$ cat src/sv/oai_pkg.sv
// shared constants and control types for the ordered array insert and remove block
package oai_pkg;

    localparam int DEPTH_DEFAULT = 32;

    localparam int CMD_W = 3;
    localparam int POS_W = 6;
    localparam int VAL_W = 32;
    localparam int STS_W = 2;
    localparam int CNT_W = 6;

    localparam logic [CMD_W-1:0] CMD_APPEND = 3'd0;
    localparam logic [CMD_W-1:0] CMD_INSERT = 3'd1;
    localparam logic [CMD_W-1:0] CMD_REMOVE = 3'd2;
    localparam logic [CMD_W-1:0] CMD_CLEAR  = 3'd3;
    localparam logic [CMD_W-1:0] CMD_DUMP   = 3'd4;

    localparam logic [STS_W-1:0] STS_OK    = 2'd0;
    localparam logic [STS_W-1:0] STS_RANGE = 2'd1;
    localparam logic [STS_W-1:0] STS_FULL  = 2'd2;
    localparam logic [STS_W-1:0] STS_EMPTY = 2'd3;

    typedef struct packed {
        logic take;
        logic dump_step;
    } oai_cmd_t;

    typedef struct packed {
        logic start_dump;
        logic dump_last;
    } oai_stat_t;

endpackage

$ cat src/sv/oai_datapath.sv
// entry cells, fill count, edit logic and result register
module oai_datapath #(
    parameter int DEPTH = oai_pkg::DEPTH_DEFAULT
) (
    input  logic                              aclk,
    input  logic                              aresetn,
    input  oai_pkg::oai_cmd_t                 ctrl,
    output oai_pkg::oai_stat_t                stat,
    input  logic [oai_pkg::CMD_W-1:0]         s_command,
    input  logic [oai_pkg::POS_W-1:0]         s_position,
    input  logic signed [oai_pkg::VAL_W-1:0]  s_value,
    output logic [oai_pkg::STS_W-1:0]         m_status,
    output logic [oai_pkg::CNT_W-1:0]         m_count,
    output logic signed [oai_pkg::VAL_W-1:0]  m_element,
    output logic                              m_last
);
    import oai_pkg::*;

    localparam int FW = $clog2(DEPTH + 1);
    localparam int IW = $clog2(DEPTH);
    localparam int CW = (FW > POS_W) ? FW : POS_W;

    logic signed [VAL_W-1:0] cells_reg [DEPTH];
    logic signed [VAL_W-1:0] cells_next [DEPTH];
    logic [FW-1:0]           fill_reg, fill_next;
    logic [IW-1:0]           idx_reg, idx_next;

    logic [STS_W-1:0]        sts_reg, sts_next;
    logic [CNT_W-1:0]        cnt_reg, cnt_next;
    logic signed [VAL_W-1:0] elem_reg, elem_next;
    logic                    last_reg, last_next;

    logic [CW-1:0] pos_ext, fill_ext, ins_pos;
    logic          ins_range, is_full, rem_range;
    logic          do_ins, do_rem;
    logic [STS_W-1:0] edit_sts;

    assign pos_ext   = CW'(s_position);
    assign fill_ext  = CW'(fill_reg);
    assign ins_pos   = (s_command == CMD_APPEND) ? fill_ext : pos_ext;
    assign ins_range = ins_pos > fill_ext;
    assign is_full   = fill_ext == CW'(DEPTH);
    assign rem_range = pos_ext >= fill_ext;

    assign stat.start_dump = (s_command == CMD_DUMP) && (fill_reg != '0);
    assign stat.dump_last  = (FW'(idx_reg) + FW'(1)) == fill_reg;

    always_comb begin
        do_ins    = 1'b0;
        do_rem    = 1'b0;
        edit_sts  = STS_OK;
        fill_next = fill_reg;
        case (s_command)
            CMD_APPEND, CMD_INSERT: begin
                if (ins_range) begin
                    edit_sts = STS_RANGE;
                end else if (is_full) begin
                    edit_sts = STS_FULL;
                end else begin
                    do_ins    = 1'b1;
                    fill_next = fill_reg + FW'(1);
                end
            end
            CMD_REMOVE: begin
                if (rem_range) begin
                    edit_sts = STS_RANGE;
                end else begin
                    do_rem    = 1'b1;
                    fill_next = fill_reg - FW'(1);
                end
            end
            CMD_CLEAR: begin
                fill_next = '0;
            end
            CMD_DUMP: begin
                if (fill_reg == '0) begin
                    edit_sts = STS_EMPTY;
                end
            end
            default: begin
                edit_sts = STS_OK;
            end
        endcase
    end

    // per-cell shift: insert pulls from below, remove pulls from above
    always_comb begin
        for (int i = 0; i < DEPTH; i++) begin
            cells_next[i] = cells_reg[i];
            if (ctrl.take && do_ins) begin
                if (CW'(i) == ins_pos) begin
                    cells_next[i] = s_value;
                end else if (i > 0 && CW'(i) > ins_pos) begin
                    cells_next[i] = cells_reg[(i > 0) ? i - 1 : 0];
                end
            end else if (ctrl.take && do_rem) begin
                if (i < DEPTH - 1 && CW'(i) >= pos_ext) begin
                    cells_next[i] = cells_reg[(i < DEPTH - 1) ? i + 1 : i];
                end
            end
        end
    end

    always_comb begin
        idx_next  = idx_reg;
        sts_next  = sts_reg;
        cnt_next  = cnt_reg;
        elem_next = elem_reg;
        last_next = last_reg;
        if (ctrl.take) begin
            idx_next = '0;
            if (!stat.start_dump) begin
                sts_next  = edit_sts;
                cnt_next  = CNT_W'(fill_next);
                elem_next = '0;
                last_next = 1'b1;
            end
        end else if (ctrl.dump_step) begin
            idx_next  = idx_reg + IW'(1);
            sts_next  = STS_OK;
            cnt_next  = CNT_W'(fill_reg);
            elem_next = cells_reg[idx_reg];
            last_next = stat.dump_last;
        end
    end

    always_ff @(posedge aclk) begin
        cells_reg <= cells_next;
        idx_reg   <= idx_next;
        sts_reg   <= sts_next;
        cnt_reg   <= cnt_next;
        elem_reg  <= elem_next;
        last_reg  <= last_next;
    end

    always_ff @(posedge aclk) begin
        if (!aresetn) begin
            fill_reg <= '0;
        end else if (ctrl.take) begin
            fill_reg <= fill_next;
        end
    end

    assign m_status  = sts_reg;
    assign m_count   = cnt_reg;
    assign m_element = elem_reg;
    assign m_last    = last_reg;

endmodule

$ cat src/sv/oai_ctrl.sv
// controller: request intake, dump sequencing and result valid
module oai_ctrl (
    input  logic               aclk,
    input  logic               aresetn,
    input  logic               s_valid,
    output logic               s_ready,
    output logic               m_valid,
    input  logic               m_ready,
    input  oai_pkg::oai_stat_t stat,
    output oai_pkg::oai_cmd_t  ctrl
);
    import oai_pkg::*;

    localparam logic S_IDLE = 1'b0;
    localparam logic S_DUMP = 1'b1;

    logic state_reg, state_next;
    logic valid_reg, valid_next;
    logic out_free;

    assign out_free       = !valid_reg || m_ready;
    assign s_ready        = (state_reg == S_IDLE) && out_free;
    assign ctrl.take      = s_valid && s_ready;
    assign ctrl.dump_step = (state_reg == S_DUMP) && out_free;

    always_comb begin
        state_next = state_reg;
        valid_next = valid_reg;
        case (state_reg)
            S_IDLE: begin
                if (ctrl.take) begin
                    valid_next = !stat.start_dump;
                    if (stat.start_dump) begin
                        state_next = S_DUMP;
                    end
                end else if (m_ready) begin
                    valid_next = 1'b0;
                end
            end
            S_DUMP: begin
                if (ctrl.dump_step) begin
                    valid_next = 1'b1;
                    if (stat.dump_last) begin
                        state_next = S_IDLE;
                    end
                end
            end
            default: begin
                state_next = S_IDLE;
                valid_next = 1'b0;
            end
        endcase
    end

    always_ff @(posedge aclk) begin
        if (!aresetn) begin
            state_reg <= S_IDLE;
            valid_reg <= 1'b0;
        end else begin
            state_reg <= state_next;
            valid_reg <= valid_next;
        end
    end

    assign m_valid = valid_reg;

    a_edit_result: assert property (@(posedge aclk) disable iff (!aresetn)
        ctrl.take && !stat.start_dump |=> m_valid && state_reg == S_IDLE)
        else $error("edit request gave no result");

    a_dump_enter: assert property (@(posedge aclk) disable iff (!aresetn)
        ctrl.take && stat.start_dump |=> state_reg == S_DUMP)
        else $error("dump did not start");

    a_dump_exit: assert property (@(posedge aclk) disable iff (!aresetn)
        ctrl.dump_step && stat.dump_last |=> state_reg == S_IDLE && m_valid)
        else $error("dump did not end on its last entry");

    a_no_take_in_dump: assert property (@(posedge aclk) disable iff (!aresetn)
        state_reg == S_DUMP |-> !ctrl.take)
        else $error("request taken during dump");

endmodule

$ cat src/sv/ordered_array_insert_remove_top.sv
// top level of the ordered array insert and remove block
// Holds an ordered list of up to DEPTH signed 32-bit entries in a row of registers with
// per-cell shift logic, so append, insert, remove and clear each give their single result
// in the result register on the next cycle. A new request is taken whenever no dump is
// running and the result register is empty or being taken, so edit requests sustain one
// per cycle against a ready sink. A dump enters the dump state and then streams one entry
// per cycle while the sink is ready, count entries in all; it is paced by the single
// result register. Entry cells have no reset and are only read below the count.
module ordered_array_insert_remove_top #(
    parameter int DEPTH = oai_pkg::DEPTH_DEFAULT
) (
    input  logic                              aclk,
    input  logic                              aresetn,
    input  logic                              s_valid,
    output logic                              s_ready,
    input  logic [oai_pkg::CMD_W-1:0]         s_command,
    input  logic [oai_pkg::POS_W-1:0]         s_position,
    input  logic signed [oai_pkg::VAL_W-1:0]  s_value,
    output logic                              m_valid,
    input  logic                              m_ready,
    output logic [oai_pkg::STS_W-1:0]         m_status,
    output logic [oai_pkg::CNT_W-1:0]         m_count,
    output logic signed [oai_pkg::VAL_W-1:0]  m_element,
    output logic                              m_last
);
    import oai_pkg::*;

    oai_cmd_t  ctrl;
    oai_stat_t stat;

    oai_ctrl u_ctrl (
        .aclk    (aclk),
        .aresetn (aresetn),
        .s_valid (s_valid),
        .s_ready (s_ready),
        .m_valid (m_valid),
        .m_ready (m_ready),
        .stat    (stat),
        .ctrl    (ctrl)
    );

    oai_datapath #(
        .DEPTH (DEPTH)
    ) u_datapath (
        .aclk       (aclk),
        .aresetn    (aresetn),
        .ctrl       (ctrl),
        .stat       (stat),
        .s_command  (s_command),
        .s_position (s_position),
        .s_value    (s_value),
        .m_status   (m_status),
        .m_count    (m_count),
        .m_element  (m_element),
        .m_last     (m_last)
    );

endmodule
$ cat config.mk
export PLATFORM = sky130hd
export DESIGN_NAME = ordered_array_insert_remove_top
export DESIGN_NICKNAME = d
export VERILOG_FILES = /design/src/sv/oai_pkg.sv /design/src/sv/oai_datapath.sv /design/src/sv/oai_ctrl.sv /design/src/sv/ordered_array_insert_remove_top.sv
export SDC_FILE = /design/constraint.sdc
export NUM_CORES = 2
export LEC_CHECK = 0
export ABC_CLOCK_PERIOD_IN_PS = 7200
export BUFFER_PORTS_ARGS = -buffer_cell sky130_fd_sc_hd__buf_2
export CORE_ASPECT_RATIO = 1.1
export CORE_MARGIN = 10
export CORE_UTILIZATION = 30
export CTS_CLUSTER_SIZE = 24
export DETAILED_ROUTE_END_ITERATION = 8
export MAX_ROUTING_LAYER = met4
export PLACE_DENSITY_LB_ADDON = 0.3
export SETUP_SLACK_MARGIN = 0.3
export SYNTH_ARGS = -nofsm -noshare
export SYNTH_HDL_FRONTEND = slang
export SYNTH_SLANG_ARGS = --single-unit
export TNS_END_PERCENT = 5
$ cat constraint.sdc
create_clock -name aclk -period 7.2 [get_ports aclk]
set_input_delay 0.72 -clock aclk [delete_from_list [all_inputs] [get_ports aclk]]
set_output_delay 0.72 -clock aclk [all_outputs]
set_load 0.005 [all_outputs]
# Word-level counts from Yosys, hierarchy flattened
# Cells that the tools add are included.
[op_classes] magnitude_cmp=65 addsub=4 bitwise=2 reduce_logical=82 mux=195 eq_ne=71
[op_table] op="two-way mux 32 bit" n=161
[op_table] op="binary-select mux 32 bit (select 5 bit)" n=1
[op_table] op="equality test 5 x 6 -> 1 bit, first input constant" n=16
[op_table] op="> comparator 5 x 6 -> 1 bit, first input constant" n=16
[op_table] op="AND reduction 3 bit" n=31
[op_table] op="greater-or-equal comparator 5 x 6 -> 1 bit, first input constant" n=15
[op_table] op="!= test 3 bit, second input constant" n=24
[op_table] op="nonzero test 2 bit" n=34
[op_table] op="equality test 4 x 6 -> 1 bit, first input constant" n=8
[op_table] op="greater-or-equal comparator 4 x 6 -> 1 bit, first input constant" n=8
[op_table] op="> comparator 4 x 6 -> 1 bit, first input constant" n=8
[op_table] op="two-way mux 6 bit" n=7
[op_table] op="equality test 3 x 6 -> 1 bit, first input constant" n=4
[op_table] op="greater-or-equal comparator 3 x 6 -> 1 bit, first input constant" n=4
[op_table] op="> comparator 3 x 6 -> 1 bit, first input constant" n=4
[op_table] op="!= test 3 x 1 -> 1 bit, second input constant" n=6
[op_table] op="case mux 6 bit (3 select lines)" n=1
[op_table] op="two-way mux 1 bit" n=16
[op_table] op="equality test 2 x 6 -> 1 bit, first input constant" n=2
[op_table] op="greater-or-equal comparator 1 x 6 -> 1 bit, first input constant" n=2
[op_table] op="greater-or-equal comparator 2 x 6 -> 1 bit, first input constant" n=2
[op_table] op="> comparator 2 x 6 -> 1 bit, first input constant" n=2
[op_table] op="zero test 6 bit" n=2
[op_table] op="two-way mux 2 bit" n=6
[op_table] op="28 further kinds" n=39
[word_totals] output_inout_bits=43 input_bits=45 register_bits=1078

# Longest topological paths before layout
[logic_depth] word_depth=8 mapped_depth=18

# Cells and area by module
# From an unflattened synthesis, not the netlist that was laid out.
[hier_totals] hier_cells=5449 hier_area_um2=63302.0
[modules_own_cells] module="oai_datapath" n_inst=1 seq_area_each_um2=32200.9 cells_each=5438 area_per_inst_um2=63196.9
[modules_own_cells] module="oai_ctrl" n_inst=1 seq_area_each_um2=40.0 cells_each=11 area_per_inst_um2=105.1

# Least setup slack after synthesis
# OpenSTA, ideal clock, no wires.
[synth_path] path_kind="input -> register" from="input s_command[2] in the netlist's numbering" to="register u_datapath.cells_reg[544] in the netlist's numbering, enable pin" cell_stages=14 required_time_ps=6734 n_path_buf=4 path_slack_ps=741 setup_ps=466 arrival_time_ps=5994 cell_sequence="buf_2 or3_1 buf_4 mux2i_4 inv_4 buf_4 ha_1 nor2b_1 o21bai_1 a31oi_2 nor3_1 clkbuf_1 nand2_1 o21ai_0"
[synth_between] elab_chain_len=8
[synth_rtl] item="from (decl)" line_no="ordered_array_insert_remove_top.sv:16" rtl="input logic [oai_pkg::CMD_W-1:0] s_command,"
[synth_rtl] item="zero test 3 bit" line_no="oai_datapath.sv:40, oai_datapath.sv:53"
[synth_rtl] item="two-way mux 6 bit" line_no="oai_datapath.sv:40" rtl="assign ins_pos = (s_command == CMD_APPEND) ? fill_ext : pos_ext;"
[synth_rtl] item="> comparator 6 bit" line_no="oai_datapath.sv:41" rtl="assign ins_range = ins_pos > fill_ext;"
[synth_rtl] item="two-way mux 1 bit" line_no="oai_datapath.sv:55" rtl="if (ins_range) begin"
[synth_rtl] item="two-way mux 1 bit" line_no="oai_datapath.sv:53" rtl="case (s_command)"
[synth_rtl] item="logical AND 1 bit" line_no="oai_datapath.sv:90" rtl="if (ctrl.take && do_ins) begin"
[synth_rtl] item="!= test 3 bit (no line) / nonzero test 2 bit (equally long branches)"
[synth_rtl] item="AND reduction 3 bit (no line) (*)"
[synth_rtl] item="to (signal assigned)" line_no="oai_datapath.sv:128" rtl="cells_reg <= cells_next;"
[synth_rtl] item="to (decl)" line_no="oai_datapath.sv:23" rtl="logic signed [VAL_W-1:0] cells_reg [DEPTH];"
# Mark *: on every way between the ends. The rest lies on a longest branch, timed or not.
# A chain may end at the register's enable or synchronous reset.

==> reports/qor.txt <==
Cells along the critical path: inv_1 -> o21ai_0 -> ha_1 -> nand4_1 -> o21bai_1 -> a31oi_2 -> or3_4 -> buf_12 -> o21ai_0
Initial antenna violation count: 18
Hold Path Origin: aresetn
Drt pass-1 iters: 8
Synth Flop Type: edfxtp_1
Share of layout cells above drive strength 1: 14.89%
Flop-to-flop setup slack: 2.15 ns
Ys Warns: 0
Number of library cell types mapped by synthesis: 68
Fmax: 198.0 MHz
Top cell type's share of synthesized area: 50.83%
Reg power frac: 51.8%
WL/cell: 24.24 µm
R2R cell count: 9
Total die area: 228500 µm²
Setup CP Type: flop to flop
Count leader, synth: nand2_1
Top post-synthesis cells by area: edfxtp_1 51%, mux2i_1 15%, mux4_2 11%
Final WL: 193.0 mm
Status: completed
Final Max Slew Viols: 0
Post-CTS setup buffer count: 0
Hold_buf cts: 0
Worst setup EP type: flop
HP Class: primary input to flop
Setup Viol. Count Final: 0
Unrepaired setup endpoints after global routing: no
Min Clock Period, post-route: 5.050 ns
Die width: 456.7 µm
Leakage power: 22.91 nW
Worst-Skew Late Latency: 0.76 ns
Die Height: 500.3 µm
Clock group share of total power: 42.8%
Setup_tns: 0 ns
Worst slew pin tran: 1.362 ns
CP Data Required Time: 7.65 ns
Starting Density: 30.11%
Mapped Cells: 5315
Vias in the first global route: 41181
Via count: 42859
H-tree levels: 3
Final hold viol count: 0
Syn_nets: 5376
CTS Buf Count: 113
Clock slew at reported path FFs: 0.06 ns
Max_slew headroom: 8.744%
CTS tree: built
End of the worst hold path: u_datapath.fill_ext[3]
Pint: 10.29 mW
Detail Placement HPWL: 121.8 mm
Post-synth EDFFs: 1065
Dominant cell type by area after synthesis: edfxtp_1
Max_cap viols: 0
Crit path arrival time: 5.50 ns
#FFs+latches synth: 1078
Worst Setup Start Kind: flop
Part of the cycle the worst path needs: 70.14%
Gr usage total: 16.65%
Asr flop ratio synth: 0%
Power Dens Cells: 194.2 nW/µm²
Clock Sinks: 1078
CTS root buffer: clkbuf_16
Worst path bufs/invs: 2
Mapped Area: 62920 µm²
CP dominant cell by count: o21ai_0
Slowest cell delay on critical path: 0.81 ns
Layout area overhead: 10.31%
IO Port Bufs: 87
PostCTS Resize Cnt: 0
Max reg flops: 1024
Skew final: 0.02403 ns
Most frequent cells after synthesis: 1101 x nand2_1, 1065 x edfxtp_1, 965 x mux2i_1
Row count: 176
Post-route ant nets: 0
Register area share after synthesis: 51.24%
Avg Synthesized Cell Area: 11.84 µm²
Worst Path Max Fanout: 272
1st-iter DRT viols: 4433
Worst path slowest cell: dfxtp_1
GR Overflow Total: 0
Critical R2R Capture: u_datapath.cells_reg[356]
Largest net degree at the start of global routing: 273
DR vias/cell: 5.382
Core ar.: 209000 µm²
Ports: 88
Sw frac: 23.64%
Final design utilization: 33.21%
Top delay family on crit path: compound AO/OA/AOI/OAI gates
Placer congestion estimate: 0.8498
Hold path depth: 2
Comb pwr share: 5.4%
First-pass GRT wire length: 287.2 mm
Peak VDD IR: 185.6 µV
Final nets: 5162
Net Switching: 3.186 mW
Clock buffer depth: 3
# DRC: 0
Launch point of the worst reg-to-reg path: u_datapath.fill_ext[2]
## metal layers
metal  routed length [µm]  up-vias  track usage (%)
li1                     -    19507                -
met1                84360    21609            21.96
met4                 5505        0            5.301
met2                92470     1497            26.73
met3                10710      246            2.046
met5                    0        -                -
## worst max-delay path by stage
stage                                       from                        end  slack [ns]  cells after the start
final                     u_datapath.fill_ext[2]  u_datapath.cells_reg[356]        2.15                      9
after global routing      u_datapath.fill_ext[2]  u_datapath.cells_reg[952]        1.90                     10
after CTS                 u_datapath.fill_ext[2]  u_datapath.cells_reg[921]        2.27                     10
after detailed placement            s_command[2]  u_datapath.cells_reg[921]        1.59                     11
after global placement              s_command[2]  u_datapath.cells_reg[985]        1.59                     11
after floorplan                     s_command[2]  u_datapath.cells_reg[544]        0.74                     14
## cell usage in the layout (no fill, tap or decap), drive strengths merged, types with 10 or more instances in the layout
master  synthesis  final
a21oi          15     15
a22o           36     36
buf           148    187
clkbuf        368    148
clkinv          1     50
dfxtp          13     13
diode           0     13
edfxtp       1065   1065
ha             16     16
inv            13     15
mux2           33     33
mux2i         967    967
mux4          319    319
nand2        1103   1103
nand2b         11     11
nand3          17     17
nor2           66     66
nor2b          10     10
nor3           17     17
o21ai        1004   1004
## cells by family (layout without fill, tap and decap cells)
kind of cell / count (synthesis) / in the layout / share of synthesized area [%]
adder cells (fa/ha/maj): 16 / 16 / 0.3182
AO/OA/AOI/OAI: 1101 / 1101 / 9.181
other: 0 / 13 / 0
buffers and inverters: 530 / 407 / 3.639
flip-flops: 1078 / 1078 / 51.24
multiplexers: 1319 / 1319 / 27.43
AND/OR/NAND/NOR: 1261 / 1261 / 8.051
XOR/XNOR: 10 / 10 / 0.1392
## cell type report
type | count | area [µm²]
Antenna cell | 13 | 32.53
Clock buffer | 148 | 3040
Clock inverter | 58 | 447.9
Fill cell | 20649 | 139600
Inverter | 14 | 55.05
Multi-Input combinational cell | 3707 | 28790
Sequential cell | 1078 | 32260
Tap cell | 2759 | 3452
Timing Repair Buffer | 187 | 1336
## through the flow
stage / setup WS (ns) / hold WS [ns] / std cells / power [mW] / area [µm²]
detailed placement: 1.595 / 0.5431 / 7745 / 7.840 / 65890
global placement: 1.590 / 0.5332 / 7745 / 7.827 / 65890
global route: 1.895 / 0.2344 / 7963 / 13.90 / 69410
floorplan: 0.7408 / 0.4913 / 5315 / 7.587 / 62920
CTS: 2.267 / 0.1892 / 7951 / 13.61 / 69380
finish: 2.150 / 0.2508 / 7964 / 13.48 / 69410
## power groups by stage
stage	registers, mW	clock network (mW)	logic [mW]
final	6.98	5.77	0.730
after global routing	6.99	6.12	0.796
after detailed placement	7.11	0	0.726
after global placement	7.11	0	0.715
after floorplan	7.10	0	0.486
after CTS	6.98	5.90	0.727
Note: power is estimated with default switching activity, not from simulation.
